## config.mk

```make
export PLATFORM = sky130hd
export DESIGN_NAME = caci_scale
export DESIGN_NICKNAME = d
export VERILOG_FILES = /design/src/hdl/assert_macros.svh /design/src/hdl/caci_pkg.sv /design/src/hdl/caci_scale.sv
export SDC_FILE = /design/constraint.sdc
export NUM_CORES = 2
export LEC_CHECK = 0
export ABC_CLOCK_PERIOD_IN_PS = 10950
export BUFFER_PORTS_ARGS = -buffer_cell sky130_fd_sc_hd__buf_2
export CAP_MARGIN = 15
export CORE_AREA = 2 2 261 328
export CTS_CLUSTER_DIAMETER = 80
export DETAILED_ROUTE_END_ITERATION = 16
export DIE_AREA = 0 0 263 330
export PLACE_DENSITY = 0.92
export SYNTH_ARGS = -nofsm -noshare
export SYNTH_HDL_FRONTEND = slang
export SYNTH_SLANG_ARGS = --single-unit
```

## constraint.sdc

```tcl
create_clock -name clock -period 10.95 [get_ports clock]
set_clock_uncertainty 0.1 [all_clocks]
set_input_delay 0.5475 -clock clock [delete_from_list [all_inputs] [get_ports clock]]
set_output_delay 0.5475 -clock clock [all_outputs]
set_load 0.02 [all_outputs]
```

## src/hdl/assert_macros.svh

```systemverilog
// assertion macros shared by the circular autocorrelation rtl
// no dependencies; assertions compile away when SYNTHESIS is defined
`ifndef ASSERT_MACROS_SVH
`define ASSERT_MACROS_SVH
`ifndef SYNTHESIS
`define ASSERT_IMPL(label, clk, rst, pre, post) \
   label: assert property (@(posedge clk) disable iff (rst) (pre) |-> (post)) \
      else $error("assertion failed");
`define ASSERT_NEXT(label, clk, rst, pre, post) \
   label: assert property (@(posedge clk) disable iff (rst) (pre) |=> (post)) \
      else $error("assertion failed");
`else
`define ASSERT_IMPL(label, clk, rst, pre, post)
`define ASSERT_NEXT(label, clk, rst, pre, post)
`endif
`endif

```

## src/hdl/caci_pkg.sv

```systemverilog
// shared types and constants for the circular autocorrelation integral unit
// no dependencies
package caci_pkg;

   localparam int LAG_BITS      = 10;
   localparam int CORR_BITS     = 48;
   localparam int ACC_BITS      = 64;
   localparam int SCALE_BITS    = 32;
   localparam int HALF_BITS     = 32;
   localparam int FRAC_BITS     = 16;
   localparam int DIV_STEPS     = 64;
   localparam int REQ_USER_BITS = 2;
   localparam int RSP_DATA_BITS = 128;
   localparam int RSP_PAD_BITS  = RSP_DATA_BITS - LAG_BITS - CORR_BITS - ACC_BITS;

   localparam int USER_FUNC  = 0;
   localparam int USER_FIRST = 1;

   localparam logic FUNC_LOAD = 1'b0;
   localparam logic FUNC_LAG  = 1'b1;

   localparam logic [SCALE_BITS-1:0] SCALE_RESET = 32'd65536;
   localparam logic [ACC_BITS-1:0]   INT_MAX     = {1'b0, {(ACC_BITS-1){1'b1}}};
   localparam logic [ACC_BITS-1:0]   INT_MIN     = {1'b1, {(ACC_BITS-1){1'b0}}};

   typedef struct packed {
      logic                done;
      logic [ACC_BITS-1:0] quotient;
   } div_result_type;

   typedef struct packed {
      logic                done;
      logic [ACC_BITS-1:0] integral;
   } scale_result_type;

endpackage

```

## src/hdl/caci_scale.sv

```systemverilog
// q16 scaling with saturation and saturating add into the running integral
// depends on caci_pkg; one shared 32x32 multiplier used twice
module caci_scale (
   input  logic                             clock,
   input  logic                             reset,
   input  logic                             start,
   input  logic [caci_pkg::ACC_BITS-1:0]    mag,
   input  logic                             neg,
   input  logic [caci_pkg::SCALE_BITS-1:0]  scale,
   input  logic [caci_pkg::ACC_BITS-1:0]    integral,
   output caci_pkg::scale_result_type       result
);

   localparam int AW = caci_pkg::ACC_BITS;
   localparam int HW = caci_pkg::HALF_BITS;
   localparam int FW = caci_pkg::FRAC_BITS;

   logic [4:0]                      step_ff;
   logic                            done_ff;
   logic [AW-1:0]                   mag_ff;
   logic                            neg_ff;
   logic [caci_pkg::SCALE_BITS-1:0] scl_ff;
   logic [AW-1:0]                   lo_ff;
   logic [AW-1:0]                   hi_ff;
   logic [AW-1:0]                   r_ff;
   logic [AW-1:0]                   val_ff;
   logic [AW-1:0]                   sum_ff;

   logic [HW-1:0]                   mul_a;
   logic [AW-1:0]                   prod;
   logic [AW:0]                     r_sum;
   logic [AW-1:0]                   r_in;
   logic [AW-1:0]                   val_in;
   logic [AW-1:0]                   add_raw;
   logic                            add_ovf;
   logic [AW-1:0]                   sum_in;

   always_comb begin
      mul_a   = step_ff[0] ? mag_ff[HW-1:0] : mag_ff[AW-1:HW];
      prod    = AW'(mul_a) * AW'(scl_ff);
      r_sum   = {1'b0, hi_ff[AW-FW-1:0], {FW{1'b0}}} + {{(FW+1){1'b0}}, lo_ff[AW-1:FW]};
      if ((|hi_ff[AW-1:AW-FW-1]) || r_sum[AW]) begin
         r_in = '1;
      end else begin
         r_in = r_sum[AW-1:0];
      end
      if (neg_ff) begin
         val_in = r_ff[AW-1] ? caci_pkg::INT_MIN : AW'(0) - r_ff;
      end else begin
         val_in = r_ff[AW-1] ? caci_pkg::INT_MAX : r_ff;
      end
      add_raw = integral + val_ff;
      add_ovf = (integral[AW-1] == val_ff[AW-1]) && (add_raw[AW-1] != integral[AW-1]);
      if (add_ovf) begin
         sum_in = integral[AW-1] ? caci_pkg::INT_MIN : caci_pkg::INT_MAX;
      end else begin
         sum_in = add_raw;
      end
   end

   always_ff @(posedge clock) begin
      if (reset) begin
         step_ff <= '0;
         done_ff <= 1'b0;
      end else begin
         step_ff <= {step_ff[3:0], start};
         done_ff <= step_ff[4];
      end
   end

   always_ff @(posedge clock) begin
      if (start) begin
         mag_ff <= mag;
         neg_ff <= neg;
         scl_ff <= scale;
      end
      if (step_ff[0]) begin
         lo_ff <= prod;
      end
      if (step_ff[1]) begin
         hi_ff <= prod;
      end
      if (step_ff[2]) begin
         r_ff <= r_in;
      end
      if (step_ff[3]) begin
         val_ff <= val_in;
      end
      if (step_ff[4]) begin
         sum_ff <= sum_in;
      end
   end

   assign result.done     = done_ff;
   assign result.integral = sum_ff;

endmodule
```

==> impl_metrics.yaml <==
status:
  outcome: "finished, final reports clean"
floorplanning:
  coreArea_sq_um: 83700
  die-area_sq_um: 86800
  start_util_pct: 64.6
  io_pins: 229
  die_w_microns: 263
  rows: 119
  die-height_microns: 330
placed_design:
  dp_hpwl_microns: 115000
  place_area_sq_um: 55900
  gp_congestion: 1.00
  port_buffers: 228
detailed_routing:
  vias_per_cell: 6.22
  drc: 0
  drt-pass1-iter-count: 7
  vias: 41800
  postRouteAntennaNets: 0
  wl_microns: 158000
  wire_per_inst_microns: 23.6
  drt_iter0_markers: 4177
cells_and_area:
  final_area_sq_um: 58500
  nNetsFinal: 6995
  layout_commonest_cell: "fa_1"
  drive_gt1_share_pct: 7.66
  area_delta_synth_final_pct: 8.18
  n_fill_cell: 5772
  most-common-layout-cells: "fa_1 (898), inv_1 (889), and2_1 (604)"
grt:
  first_global_vias: 45900
  grt-ovfl-total: 0
  grt_usage_pct: 37.1
  grt_max_degree: 73
  grt_pass1_wl_microns: 245000
  antenna_found_initial: 5
worst_setup_path:
  startpoint_type: "register"
  worst-r2r-cell-count: 23
  r2r_start: "step_ff[0]$_SDFF_PP0_"
  cpPeakStageDelay_ns: 0.91
  crit_family: "adder cells"
  r2r-end: "lo_ff[57]$_DFFE_PP_"
  cp-end-kind: "register"
  ff2ff_setup_slack_ns: 1.23
  path_max_fanout: 35
  crit_chain: "mux2_2, nand2_1, fa_1, fa_1, fa_1, fa_1, inv_1, fa_1, fa_1, fa_1, inv_1, fa_1, inv_1, ha_1, a21oi_1, o21ai_0, nand3b_1, o22ai_1, a211oi_1, o2111ai_1, a21boi_0, mux2i_1, nor4b_1"
  worstPathRequired_ns: 11.26
  critPathArrivalTime_ns: 10.03
  slowest_stage: "mux2_2"
  cp_num_buf_inv: 3
  path_common_cell: "fa_1"
  path_class: "reg2reg"
clock_tree:
  ctsRootBufferMaster: "clkbuf_16"
  cts_tree: "yes"
  clkTransAtPathRegs_ns: 0.06
  postCtsSetupBuffers: 0
  cts.sinks: 407
  worstSkewPairLatency_ns: 0.64
  cts_buffers: 45
  clockBufferDepth: 3
  htree_num_levels: 2
synthesis:
  avgSynthCellArea_sq_um: 9.95
  syn_nets: 6854
  synth_ff_type: "edfxtp_1"
  synth-edff-count: 401
  synthMuxAreaShare_pct: 1.02
  syn-instance-count: 5433
  yosysSeqAreaShare_pct: 22.5
  synthArstFlopShare_pct: 0
  synthAdderAreaFrac_pct: 41.6
  ys_ff_latch: 407
  synth_top_family_by_area: "adder cells"
  synth-simple-area-share_pct: 15.9
  synth.distinct_cells: 79
  synth-xor-area-share_pct: 2.85
  yosys.area.top_type: "fa_1"
  yosysWarnings: 0
  synth_top_area_share_pct: 33.2
  synth_compound_area_share_pct: 7.97
  synthTopCellsByArea: "fa_1 (33%), edfxtp_1 (22%), ha_1 (8.3%)"
  syn_area_sq_um: 54100
hold_path:
  hp-class: "in2reg"
  hold_path_end: "mag_ff[2]$_DFFE_PP_"
  holdCritStartpoint: "mag[2]"
  hold_path_depth: 1
timing:
  finalCritPeriodShare_pct: 88.8
  fin_setup_tns_ns: 0
  worstMarginPinSlew_ns: 1.25
  maxSlewHeadroom_pct: 17.0
  fin_hold_ws_ns: 0.0572
  hold_violations: 0
  maxClockFrequency_mhz: 103
  period_minus_slack_ns: 9.72
  rsz0062_at_grt: "false"
  slew_viol_final: 0
  setup_violations: 0
job:
  drv_cap: 0
-- kinds of logic (layout without fill, tap and decap cells) --
family | after synthesis | after routing
xor gates and xnor gates | 176 | 176
AOI/OAI and AO/OA | 690 | 690
other | 0 | 10
muxes | 50 | 50
adders and majority gates | 1257 | 1257
and+or+nand+nor | 1683 | 1683
DFF | 407 | 407
buffers and inverters | 1170 | 1347
-- routing by layer --
layer | vias up | share of wire (%) | wire length, microns | GRT usage [%]
met2 | 2806 | 48 | 75400 | 62.8
met5 | - | 0.0082 | 13 | 0
li1 | 17600 | - | - | -
met1 | 20200 | 32 | 49900 | 39.0
met4 | 2 | 11 | 16800 | 31.9
met3 | 1088 | 10 | 16200 | 9.49
-- synth_stat cells, drive strengths merged, types with 40 or more instances --
master	n
a21o	103
a21oi	186
and2	606
clkbuf	269
edfxtp	401
fa	898
ha	359
inv	889
mux2	40
nand2	597
nand2b	44
nand3	44
nor2	170
nor3	52
o21ai	186
xnor2	100
xor2	76
-- worst max path at each step --
stage,start,to,slack [ns],cells past startpoint
6_report,step_ff[0]$_SDFF_PP0_,lo_ff[57]$_DFFE_PP_,1.23,23
5_1_grt,step_ff[0]$_SDFF_PP0_,hi_ff[59]$_DFFE_PP_,1.08,23
4_1_cts,step_ff[0]$_SDFF_PP0_,hi_ff[57]$_DFFE_PP_,1.57,25
3_5_place_dp,step_ff[0]$_SDFF_PP0_,lo_ff[63]$_DFFE_PP_,1.58,23
3_3_place_gp,step_ff[0]$_SDFF_PP0_,lo_ff[57]$_DFFE_PP_,1.72,25
2_1_floorplan,step_ff[0]$_SDFF_PP0_,hi_ff[60]$_DFFE_PP_,1.19,29
-- timing repair --
action | in CTS | in global routing
setup endpoints to repair | 0 | 0
hold endpoints to repair | 94 | 0
gates resized for setup | 0 | 0
hold buffers | 94 | 0
-- metrics by stage --
step,utilization (%),setup slack (ns),std cells
floorplan,-,1.19,5433
detailed placement,66.8,1.58,6521
CTS,69.8,1.57,6698
finish,69.9,1.23,6709
global placement,66.8,1.72,6521
global route,69.9,1.08,6699
-- state kept, by name, summed over array words and instances (netlist names) --
register  flops
r_ff         64
neg_ff        1
mag_ff       64
done_ff       1
sum_ff       64
hi_ff        64
lo_ff        48
step_ff       5
scl_ff       32
val_ff       64
-- final cells by class --
class / instances / area, sq um / area share [%]
inverters: 889 / 3340 / 5.71
clock inverters: 33 / 449 / 0.768
well taps: 1089 / 1360 / 2.33
multi-input cells: 3856 / 37500 / 64.1
flip-flops and latches: 407 / 12200 / 20.8
diodes: 10 / 25.0 / 0.0428
repair buffers: 375 / 2500 / 4.28
clock buffers: 50 / 1140 / 1.96
Power is left out: the tool's default activity adds up to more than one toggle a clock period on the data nets, which glitch-free logic cannot reach.
