--- src/hdl/assert_macros.svh ---
// assertion macros shared by the circular autocorrelation rtl
// no dependencies; assertions compile away when SYNTHESIS is defined
`ifndef ASSERT_MACROS_SVH
`define ASSERT_MACROS_SVH
`ifndef SYNTHESIS
`define ASSERT_IMPL(label, clk, rst, pre, post) \
   label: assert property (@(posedge clk) disable iff (rst) (pre) |-> (post)) \
      else $error("assertion failed");
`define ASSERT_NEXT(label, clk, rst, pre, post) \
   label: assert property (@(posedge clk) disable iff (rst) (pre) |=> (post)) \
      else $error("assertion failed");
`else
`define ASSERT_IMPL(label, clk, rst, pre, post)
`define ASSERT_NEXT(label, clk, rst, pre, post)
`endif
`endif

--- src/hdl/caci_pkg.sv ---
// shared types and constants for the circular autocorrelation integral unit
// no dependencies
package caci_pkg;

   localparam int LAG_BITS      = 10;
   localparam int CORR_BITS     = 48;
   localparam int ACC_BITS      = 64;
   localparam int SCALE_BITS    = 32;
   localparam int HALF_BITS     = 32;
   localparam int FRAC_BITS     = 16;
   localparam int DIV_STEPS     = 64;
   localparam int REQ_USER_BITS = 2;
   localparam int RSP_DATA_BITS = 128;
   localparam int RSP_PAD_BITS  = RSP_DATA_BITS - LAG_BITS - CORR_BITS - ACC_BITS;

   localparam int USER_FUNC  = 0;
   localparam int USER_FIRST = 1;

   localparam logic FUNC_LOAD = 1'b0;
   localparam logic FUNC_LAG  = 1'b1;

   localparam logic [SCALE_BITS-1:0] SCALE_RESET = 32'd65536;
   localparam logic [ACC_BITS-1:0]   INT_MAX     = {1'b0, {(ACC_BITS-1){1'b1}}};
   localparam logic [ACC_BITS-1:0]   INT_MIN     = {1'b1, {(ACC_BITS-1){1'b0}}};

   typedef struct packed {
      logic                done;
      logic [ACC_BITS-1:0] quotient;
   } div_result_type;

   typedef struct packed {
      logic                done;
      logic [ACC_BITS-1:0] integral;
   } scale_result_type;

endpackage

--- src/hdl/caci_div.sv ---
// restoring divider, one quotient bit per cycle, 64-bit dividend
// depends on caci_pkg
module caci_div #(
   parameter int DIVISOR_BITS = 11
) (
   input  logic                           clock,
   input  logic                           reset,
   input  logic                           start,
   input  logic [caci_pkg::ACC_BITS-1:0]  dividend,
   input  logic [DIVISOR_BITS-1:0]        divisor,
   output caci_pkg::div_result_type       result
);

   localparam int STEP_BITS = $clog2(caci_pkg::DIV_STEPS + 1);

   logic                          busy_ff;
   logic                          done_ff;
   logic [STEP_BITS-1:0]          cnt_ff;
   logic [caci_pkg::ACC_BITS-1:0] quo_ff;
   logic [DIVISOR_BITS-1:0]       rem_ff;

   logic [DIVISOR_BITS:0]         rem_shift;
   logic [DIVISOR_BITS:0]         rem_diff;
   logic                          fits;
   logic [DIVISOR_BITS-1:0]       rem_in;
   logic [caci_pkg::ACC_BITS-1:0] quo_in;

   always_comb begin
      rem_shift = {rem_ff, quo_ff[caci_pkg::ACC_BITS-1]};
      rem_diff  = rem_shift - {1'b0, divisor};
      fits      = rem_shift >= {1'b0, divisor};
      rem_in    = fits ? rem_diff[DIVISOR_BITS-1:0] : rem_shift[DIVISOR_BITS-1:0];
      quo_in    = {quo_ff[caci_pkg::ACC_BITS-2:0], fits};
   end

   always_ff @(posedge clock) begin
      if (reset) begin
         busy_ff <= 1'b0;
         done_ff <= 1'b0;
         cnt_ff  <= '0;
      end else begin
         done_ff <= !start && busy_ff && (cnt_ff == STEP_BITS'(1));
         if (start) begin
            busy_ff <= 1'b1;
            cnt_ff  <= STEP_BITS'(caci_pkg::DIV_STEPS);
            quo_ff  <= dividend;
            rem_ff  <= '0;
         end else if (busy_ff) begin
            rem_ff <= rem_in;
            quo_ff <= quo_in;
            cnt_ff <= cnt_ff - STEP_BITS'(1);
            if (cnt_ff == STEP_BITS'(1)) begin
               busy_ff <= 1'b0;
            end
         end
      end
   end

   assign result.done     = done_ff;
   assign result.quotient = quo_ff;

endmodule

--- config.mk ---
export PLATFORM = sky130hd
export DESIGN_NAME = caci_div
export DESIGN_NICKNAME = d
export VERILOG_FILES = /design/src/hdl/assert_macros.svh /design/src/hdl/caci_pkg.sv /design/src/hdl/caci_div.sv
export SDC_FILE = /design/constraint.sdc
export NUM_CORES = 1
export LEC_CHECK = 0
export ABC_AREA = 1
export BUFFER_PORTS_ARGS = -buffer_cell sky130_fd_sc_hd__buf_2
export CORE_ASPECT_RATIO = 1.2
export CORE_MARGIN = 8
export CORE_UTILIZATION = 51
export CTS_CLUSTER_SIZE = 20
export DETAILED_ROUTE_END_ITERATION = 16
export PLACE_DENSITY_LB_ADDON = 0.12
export REMOVE_ABC_BUFFERS = 1
export SLEW_MARGIN = 20
export SYNTH_ARGS = -nofsm -noshare
export SYNTH_HDL_FRONTEND = slang
export SYNTH_SLANG_ARGS = --single-unit
--- constraint.sdc ---
create_clock -name clock -period 5.5 [get_ports clock]
set_clock_uncertainty 0.15 [all_clocks]
set_input_delay 0.55 -clock clock [delete_from_list [all_inputs] [get_ports clock]]
set_output_delay 0.55 -clock clock [all_outputs]
set_load 0.05 [all_outputs]
==> results of run 1 <==
## worst max path at each step
| stage | depth (start not counted) | slack (ps) | end |
|---|---|---|---|
| 6_report | 5 | 2890 | rem_ff[4]$_SDFFCE_PP0P_ |
| 5_1_grt | 5 | 2720 | rem_ff[4]$_SDFFCE_PP0P_ |
| 4_1_cts | 5 | 2890 | quo_ff[4]$_DFFE_PP_ |
| 3_5_place_dp | 5 | 2510 | rem_ff[0]$_SDFFCE_PP0P_ |
| 3_3_place_gp | 5 | 2540 | rem_ff[1]$_SDFFCE_PP0P_ |
| 2_1_floorplan | 2 | -290 | quo_ff[0]$_DFFE_PP_ |
## cells in the mapped netlist
library cell / instances
o21ai_2: 1
buf_4: 3
nor3b_1: 2
xnor2_1: 1
ha_1: 13
buf_1: 2
edfxtp_1: 75
a21oi_1: 9
nor3_4: 1
nor2_1: 42
nand4_1: 12
xor2_1: 2
nand3_1: 12
fa_1: 1
inv_1: 57
dfxtp_1: 9
nand4_2: 1
buf_2: 3
nor2_2: 2
nand2_1: 259
nand3_2: 4
nand2_2: 1
or2_2: 1
a21boi_0: 1
clkbuf_1: 11
nor3_1: 4
and3_1: 1
o21ai_0: 1
buf_6: 2
a211oi_1: 1
## critical path, stage by stage
cell and delay (ps):
buf_2 70, buf_4 520, inv_2 130, a21oi_4 820, buf_12 330
## final cells by class
cell class                 instances  share of cell area
clock buffer                       9             0.02288
inverter                          57             0.03952
timing repair buffer             145              0.1377
sequential                        84              0.4493
tap                              117             0.02704
multi-input combinational        372              0.3129
clock inverter                     7             0.01063
## cells by family (layout without fill, tap and decap cells)
logic type | after synthesis | count (layout) | share of synthesized area
AO/OA/AOI/OAI | 13 | 13 | 0.01663
XOR/XNOR | 3 | 3 | 0.005922
adder cells (fa/ha/maj) | 14 | 14 | 0.04116
buffers and inverters | 78 | 218 | 0.07274
flip-flops | 84 | 84 | 0.5481
AND/OR/NAND/NOR | 342 | 342 | 0.3155
## layer usage
metal  vias up  share of wire  track usage
met3        20          0.049      0.05109
met2        88           0.52       0.3261
li1       1958              -            -
met4         0          0.024      0.07937
met1      1732           0.41       0.2054
met5         -              0            0
## state kept, by name (all words and copies together), names as in the netlist
| register | count |
|---|---|
| cnt_ff | 7 |
| done_ff | 1 |
| quo_ff | 64 |
| busy_ff | 1 |
| rem_ff | 11 |
## report_power, final
part	switching, mW	internal, mW	total (mW)
clock	0.208	0.203	0.411
combinational	0.277	0.114	0.390
sequential	0.0256	0.754	0.780
## metrics by stage
stage / power (mW) / util / hold slack [ps] / setup WS, ps / setup TNS [ps]
after global routing: 1.663 / 0.6356 / 286.4 / 2715 / 0
final: 1.581 / 0.6356 / 282.2 / 2891 / 0
after CTS: 1.595 / 0.6356 / 266.5 / 2890 / 0
after floorplan: 1.073 / - / 283.8 / -286.2 / -21640
after global placement: 1.179 / 0.6143 / 306.2 / 2543 / 0
after detailed placement: 1.187 / 0.6143 / 315.0 / 2506 / 0
==> metrics.txt, run 1 <==
# TYPE chip_impl_metric gauge
chip_impl_metric{name="synth_largest_type_area_fraction",unit=""} 0.5075
chip_impl_metric{name="routedWlPerCell",unit="µm"} 13.65
chip_impl_metric{name="fillerInstances",unit=""} 809
chip_impl_metric{name="post_cts_resize_count",unit=""} 0
chip_impl_metric{name="max_slew.worst_pin.slew",unit="ps"} 1005
chip_impl_metric{name="synth.yosys.warnings",unit=""} 0
chip_impl_metric{name="f_max",unit="MHz"} 383.3
chip_impl_metric{name="starting_density_of_the_core",unit=""} 0.5210
chip_impl_info{name="synth_top_area_cell",value="edfxtp_1"} 1
chip_impl_metric{name="routed_wl",unit="µm"} 10800
chip_impl_metric{name="fin_nets",unit=""} 761
chip_impl_metric{name="dpl.hpwl",unit="µm"} 8203
chip_impl_info{name="setup_repair_after_global_routing_missed_its_margin",value="no"} 1
chip_impl_metric{name="multi_input_combinational_cell_area",unit="mm²"} 0.001694
chip_impl_info{name="reg2reg_to",value="rem_ff[5]$_SDFFCE_PP0P_"} 1
chip_impl_info{name="clock-root-buffer",value="clkbuf_8"} 1
chip_impl_metric{name="slew_viol_final",unit=""} 0
chip_impl_metric{name="grt_first_pass_wirelength",unit="µm"} 17950
chip_impl_metric{name="power.static_leakage",unit="nW"} 2.795
chip_impl_info{name="hold-path-endpoint",value="cnt_ff[6]$_SDFFE_PP0N_"} 1
chip_impl_metric{name="design.portCount",unit=""} 143
chip_impl_metric{name="dieHeight",unit="µm"} 118.2
chip_impl_metric{name="layout.area.seq",unit="mm²"} 0.002432
chip_impl_metric{name="synth.ff_latch_count",unit=""} 84
chip_impl_metric{name="postSynthCellCount",unit=""} 534
chip_impl_info{name="outcome",value="finished, final reports clean"} 1
chip_impl_metric{name="worstPathMaxFanout",unit=""} 68
chip_impl_metric{name="cts.reportedPaths.clkPinSlew",unit="ps"} 80
chip_impl_info{name="cp-start-kind",value="primary input"} 1
chip_impl_metric{name="coreArea",unit="mm²"} 0.008518
chip_impl_metric{name="placement.io_buffers",unit=""} 142
chip_impl_info{name="critPathKind",value="in -> reg"} 1
chip_impl_metric{name="syn_to_layout_area_delta",unit="%"} 21.99
chip_impl_metric{name="power_per_cell_area",unit="mW/mm²"} 292.0
chip_impl_metric{name="numClockSinks",unit=""} 84
chip_impl_info{name="min-delay-start",value="reset"} 1
chip_impl_metric{name="timing.final.hold_violations",unit=""} 0
chip_impl_metric{name="numCtsBuffers",unit=""} 9
chip_impl_metric{name="seq_total_area_yosys",unit=""} 0.5481
chip_impl_metric{name="cts.hold.buffers_added",unit=""} 0
chip_impl_metric{name="drtAntennaViolNets",unit=""} 0
chip_impl_metric{name="vias",unit=""} 3798
chip_impl_metric{name="avgSynthCellArea",unit="µm²"} 8.311
chip_impl_metric{name="grt_usage",unit=""} 0.1866
chip_impl_metric{name="cp_data_arrival_time",unit="ps"} 2480
chip_impl_metric{name="power.ir.vdd_worst",unit="V"} 0.0001569
chip_impl_metric{name="relSlewSlack",unit=""} 0.3288
chip_impl_info{name="worstSetupStartpoint",value="start"} 1
chip_impl_metric{name="chipWidth",unit="µm"} 101.2
chip_impl_metric{name="post_synth_instance_area",unit="mm²"} 0.004438
chip_impl_metric{name="post-route-drc-count",unit=""} 0
chip_impl_metric{name="cts-htree-levels",unit=""} 3
chip_impl_metric{name="area_enclosed_by_the_die_boundary",unit="mm²"} 0.01196
chip_impl_metric{name="vias_cell",unit=""} 4.802
chip_impl_metric{name="setup_viol",unit=""} 0
chip_impl_info{name="cts_tree",value="built"} 1
chip_impl_metric{name="dr.first_iter.drc_count",unit=""} 152
chip_impl_metric{name="grt_ovf",unit=""} 0
chip_impl_metric{name="whs_path_depth",unit=""} 2
chip_impl_info{name="synth_area_leaders",value="edfxtp_1 51%, nand2_1 22%, inv_1 4.8%, dfxtp_1 4.1%, ha_1 3.7%"} 1
chip_impl_info{name="endpoint_kind",value="flip-flop"} 1
chip_impl_metric{name="maximum_number_of_pins_on_one_net_before_global_route_repair",unit=""} 76
chip_impl_metric{name="layout.cell_area.non_filler",unit="mm²"} 0.005414
chip_impl_info{name="leading_cell_type_in_the_layout_fill_and_taps_excluded",value="nand2_1"} 1
chip_impl_metric{name="reg2reg_depth",unit=""} 11
chip_impl_metric{name="grt_pass1_vias",unit=""} 3931
chip_impl_metric{name="maxCapViolations",unit=""} 0
chip_impl_metric{name="clk_path_buf_depth",unit=""} 2
chip_impl_metric{name="worst_skew_pair.late_latency",unit="ps"} 350
chip_impl_metric{name="antenna_violations_before_repair",unit=""} 0
chip_impl_metric{name="synth_cell_types",unit=""} 30
chip_impl_metric{name="timing.critical_path.required",unit="ps"} 5380
chip_impl_metric{name="first_pass_iters",unit=""} 4
chip_impl_metric{name="placed_area",unit="mm²"} 0.005233
chip_impl_info{name="most_frequent_cells_in_the_layout",value="259 x nand2_1, 142 x buf_2, 75 x edfxtp_1"} 1
chip_impl_metric{name="layout_cells_sized_above_1",unit=""} 0.2522
chip_impl_metric{name="globalplace.congestion",unit=""} 0.8184
chip_impl_info{name="r2r_start",value="quo_ff[63]$_DFFE_PP_"} 1
chip_impl_metric{name="placementRows",unit=""} 37
chip_impl_metric{name="placed_cells_incl_taps",unit=""} 775
chip_impl_info{name="class_of_the_tightest_hold_or_removal_check",value="in -> reg"} 1
chip_impl_metric{name="finalNonFillerCells",unit=""} 791
chip_impl_metric{name="layout_min_cycle_time",unit="ps"} 2609
chip_impl_metric{name="fin_crit_sh",unit=""} 0.4743
chip_impl_metric{name="ff2ff_setup_slack",unit="ps"} 3000
chip_impl_metric{name="cts_setup_buffers",unit=""} 0
chip_impl_metric{name="insertedDiodeCount",unit=""} 0
Power figures use the tool's default switching activity.
==> run 2, diff against run 1 <==
- ABC_AREA: 1 -> 0
- CORE_UTILIZATION: 51 -> 46
- clock period: 5.5 -> 2.1 ns (I/O delays scaled with it)
==> metrics.txt, run 2 <==
# TYPE chip_impl_metric gauge
chip_impl_info{name="outcome",value="finished with violations"} 1
chip_impl_info{name="violations_in_the_final_reports",value="negative setup slack"} 1
chip_impl_info{name="setup_repair_after_global_routing_missed_its_margin",value="yes"} 1
chip_impl_info{name="post-synth-top-count-cell",value="edfxtp_1"} 1
chip_impl_metric{name="grt_ovf",unit=""} 0
chip_impl_metric{name="relSlewSlack",unit=""} 0.6880
chip_impl_metric{name="timing.final.hold_violations",unit=""} 0
chip_impl_metric{name="placementRows",unit=""} 38
chip_impl_info{name="synth_ff_type",value="edfxtp_1"} 1
chip_impl_metric{name="dpl.hpwl",unit="µm"} 8022
chip_impl_metric{name="placement.io_buffers",unit=""} 142
chip_impl_metric{name="global_route.usage.met3",unit=""} 0.05175
chip_impl_metric{name="postLayoutSetupSlackWorst",unit="ps"} -381.6
chip_impl_metric{name="grt_first_pass_wirelength",unit="µm"} 17860
chip_impl_metric{name="totalPowerFinal",unit="mW"} 4.397
chip_impl_metric{name="vias",unit=""} 3308
chip_impl_metric{name="maximum_number_of_pins_on_one_net_before_global_route_repair",unit=""} 40
chip_impl_info{name="cp_common_cell",value="or3_4"} 1
chip_impl_metric{name="chipWidth",unit="µm"} 103.0
chip_impl_metric{name="timing.critical_path.required",unit="ps"} 2040
chip_impl_metric{name="groute.layer.met1.usage",unit=""} 0.1903
chip_impl_metric{name="dieHeight",unit="µm"} 120.4
chip_impl_metric{name="multi_input_combinational_cell_area",unit="mm²"} 0.001689
chip_impl_metric{name="layout.area.seq",unit="mm²"} 0.002432
chip_impl_metric{name="ff2ff_setup_slack",unit="ps"} -380
chip_impl_info{name="globalRoute.busiestLayer",value="met2"} 1
chip_impl_metric{name="synth_cell_types",unit=""} 45
chip_impl_metric{name="cp_data_arrival_time",unit="ps"} 2430
chip_impl_metric{name="post-route-drc-count",unit=""} 0
chip_impl_metric{name="insertedDiodeCount",unit=""} 0
chip_impl_metric{name="worstPathMaxFanout",unit=""} 7
chip_impl_metric{name="fillerInstances",unit=""} 694
chip_impl_info{name="biggestRegsByFlops",value="quo_ff: 64 flops, rem_ff: 11 flops, cnt_ff: 7 flops"} 1
chip_impl_metric{name="area_enclosed_by_the_die_boundary",unit="mm²"} 0.01240
chip_impl_info{name="critPathKind",value="reg -> reg"} 1
chip_impl_info{name="clock-root-buffer",value="clkbuf_8"} 1
chip_impl_metric{name="slew_viol_final",unit=""} 0
chip_impl_metric{name="power_per_cell_area",unit="mW/mm²"} 712.8
chip_impl_metric{name="routed_wl",unit="µm"} 11410
chip_impl_info{name="ys_top_cells_by_count",value="75 x edfxtp_1, 53 x mux2_1, 16 x inv_1, 14 x nand2_1, 14 x nor2_1"} 1
chip_impl_metric{name="numClockSinks",unit=""} 84
chip_impl_metric{name="final_core_util",unit=""} 0.6901
chip_impl_metric{name="gr-usage-met2",unit=""} 0.3411
chip_impl_metric{name="drtAntennaViolNets",unit=""} 0
chip_impl_metric{name="fin_crit_sh",unit=""} 1.182
chip_impl_metric{name="antenna_violations_before_repair",unit=""} 0
chip_impl_info{name="leading_cell_type_in_the_layout_fill_and_taps_excluded",value="buf_2"} 1
chip_impl_metric{name="worst_skew_pair.late_latency",unit="ps"} 350
chip_impl_metric{name="post_synth_edffs",unit=""} 75
chip_impl_metric{name="layout_cells_sized_above_1",unit=""} 0.4130
chip_impl_metric{name="dr.first_iter.drc_count",unit=""} 110
chip_impl_metric{name="grt_pass1_vias",unit=""} 3645
chip_impl_info{name="most_frequent_cells_in_the_layout",value="142 x buf_2, 75 x edfxtp_1, 62 x dlygate4sd3_1"} 1
chip_impl_info{name="cp_cell_sequence",value="ha_4 -> a21o_1 -> or3_4 -> o21a_4 -> or3_4 -> a21oi_2 -> a211oi_1"} 1
chip_impl_metric{name="starting_density_of_the_core",unit=""} 0.4675
chip_impl_info{name="endpoint_kind",value="flip-flop"} 1
chip_impl_info{name="max_flop_register",value="quo_ff"} 1
chip_impl_metric{name="cts-htree-levels",unit=""} 3
chip_impl_metric{name="whs_path_depth",unit=""} 2
chip_impl_metric{name="max_reg_flops",unit=""} 64
chip_impl_metric{name="grt_usage",unit=""} 0.1882
chip_impl_metric{name="seq_total_area_yosys",unit=""} 0.5820
chip_impl_metric{name="coreArea",unit="mm²"} 0.008939
chip_impl_metric{name="f_max",unit="MHz"} 403.0
chip_impl_metric{name="first_pass_iters",unit=""} 4
chip_impl_metric{name="layout_min_cycle_time",unit="ps"} 2482
chip_impl_metric{name="avgSynthCellArea",unit="µm²"} 13.75
chip_impl_metric{name="synth_largest_type_area_fraction",unit=""} 0.5389
chip_impl_info{name="synth_top_area_cell",value="edfxtp_1"} 1
chip_impl_metric{name="max_slew.worst_pin.slew",unit="ps"} 463.7
chip_impl_metric{name="postSynthCellCount",unit=""} 304
chip_impl_metric{name="synth.yosys.warnings",unit=""} 0
chip_impl_metric{name="clk_path_buf_depth",unit=""} 2
chip_impl_metric{name="routedWlPerCell",unit="µm"} 16.99
chip_impl_metric{name="reg2reg_depth",unit=""} 7
chip_impl_metric{name="power.ir.vdd_worst",unit="V"} 0.0004837
chip_impl_info{name="cts_tree",value="built"} 1
chip_impl_metric{name="cts.reportedPaths.clkPinSlew",unit="ps"} 80
chip_impl_metric{name="fin_nets",unit=""} 639
chip_impl_metric{name="maxCapViolations",unit=""} 0
chip_impl_metric{name="syn_to_layout_area_delta",unit="%"} 47.60
chip_impl_metric{name="post_synth_instance_area",unit="mm²"} 0.004179
chip_impl_metric{name="globalplace.congestion",unit=""} 0.8084
chip_impl_info{name="synth_area_leaders",value="edfxtp_1 54%, mux2_1 14%, dfxtp_1 4.3%, ha_1 3.9%, mux2_2 2.7%"} 1
chip_impl_metric{name="synth-async-reset-ratio",unit=""} 0
chip_impl_metric{name="numCtsBuffers",unit=""} 9
chip_impl_info{name="slowest_stage",value="edfxtp_1"} 1
chip_impl_info{name="cp-start-kind",value="flip-flop"} 1
chip_impl_metric{name="synth.ff_latch_count",unit=""} 84
chip_impl_metric{name="power.static_leakage",unit="nW"} 2.610
chip_impl_metric{name="vias_cell",unit=""} 4.923
chip_impl_metric{name="pre_cts_slack",unit="ps"} -411.1
chip_impl_metric{name="design.portCount",unit=""} 143
chip_impl_info{name="class_of_the_tightest_hold_or_removal_check",value="in -> reg"} 1
chip_impl_metric{name="critPathMaxStageDelay",unit="ps"} 450
chip_impl_metric{name="setup_viol",unit=""} 12
[run 2: path summary, 6_finish.rpt]
| path | start | to |
|---|---|---|
| worst min-delay path | dividend[33] | quo_ff[33]$_DFFE_PP_ |
| worst max register to register | rem_ff[4]$_SDFFCE_PP0P_ | rem_ff[0]$_SDFFCE_PP0P_ |
| worst max-delay path | rem_ff[4]$_SDFFCE_PP0P_ | rem_ff[0]$_SDFFCE_PP0P_ |
| worst min register to register | cnt_ff[1]$_SDFFE_PP0P_ | cnt_ff[1]$_SDFFE_PP0P_ |
[run 2: routing by layer]
metal	share of wire	wire, µm
met1	0.38	4313
met2	0.53	6076
met3	0.064	731
met4	0.026	292
met5	0	0
[run 2: worst max-delay path, delay by kind of cell (launching register included)]
family	cells	cell delay, ps
AOI/OAI and AO/OA	4	590
adders and majority gates	1	240
DFF	1	450
and+or+nand+nor	2	790
[run 2: repair_timing]
item | CTS | global route
cloned | 0 | 0
hold buffers | 62 | 0
hold endpoints to repair | 62 | 0
buffers inserted | 4 | 6
setup endpoints to repair | 12 | 12
resized for setup | 6 | 8
pin swaps | 13 | 8
[run 2: stage by stage]
stage	cells	cell area, µm²	setup TNS [ps]	hold slack (ps)
floorplan	292	4111	-211170	129.1
finish	672	6168	-3738	16.16
global placement	584	5234	-3937	288.9
global route	672	6168	-4548	19.54
detailed placement	584	5234	-4368	298.5
CTS	666	6086	-4048	0.8447
[run 2: cells by family after synthesis]
family | share of synthesized area
AND/OR/NAND/NOR | 0.06887
buffers and inverters | 0.03234
XOR/XNOR | 0.02515
multiplexers | 0.1698
AO/OA/AOI/OAI | 0.07814
flip-flops | 0.5820
adder cells (fa/ha/maj) | 0.04371
[run 2: final cells by class]
class                   count  share of cell area
clock buffers              11             0.02292
clock inverters             5            0.004462
inverters                  18             0.01095
multi-input cells         190              0.2738
flip-flops and latches     84              0.3943
well taps                 120             0.02434
repair buffers            244              0.2692
[run 2: where the power goes]
part	switching (mW)	internal, mW	total, mW
logic	0.755	0.570	1.33
clock network	0.572	0.452	1.02
registers	0.0687	1.98	2.05
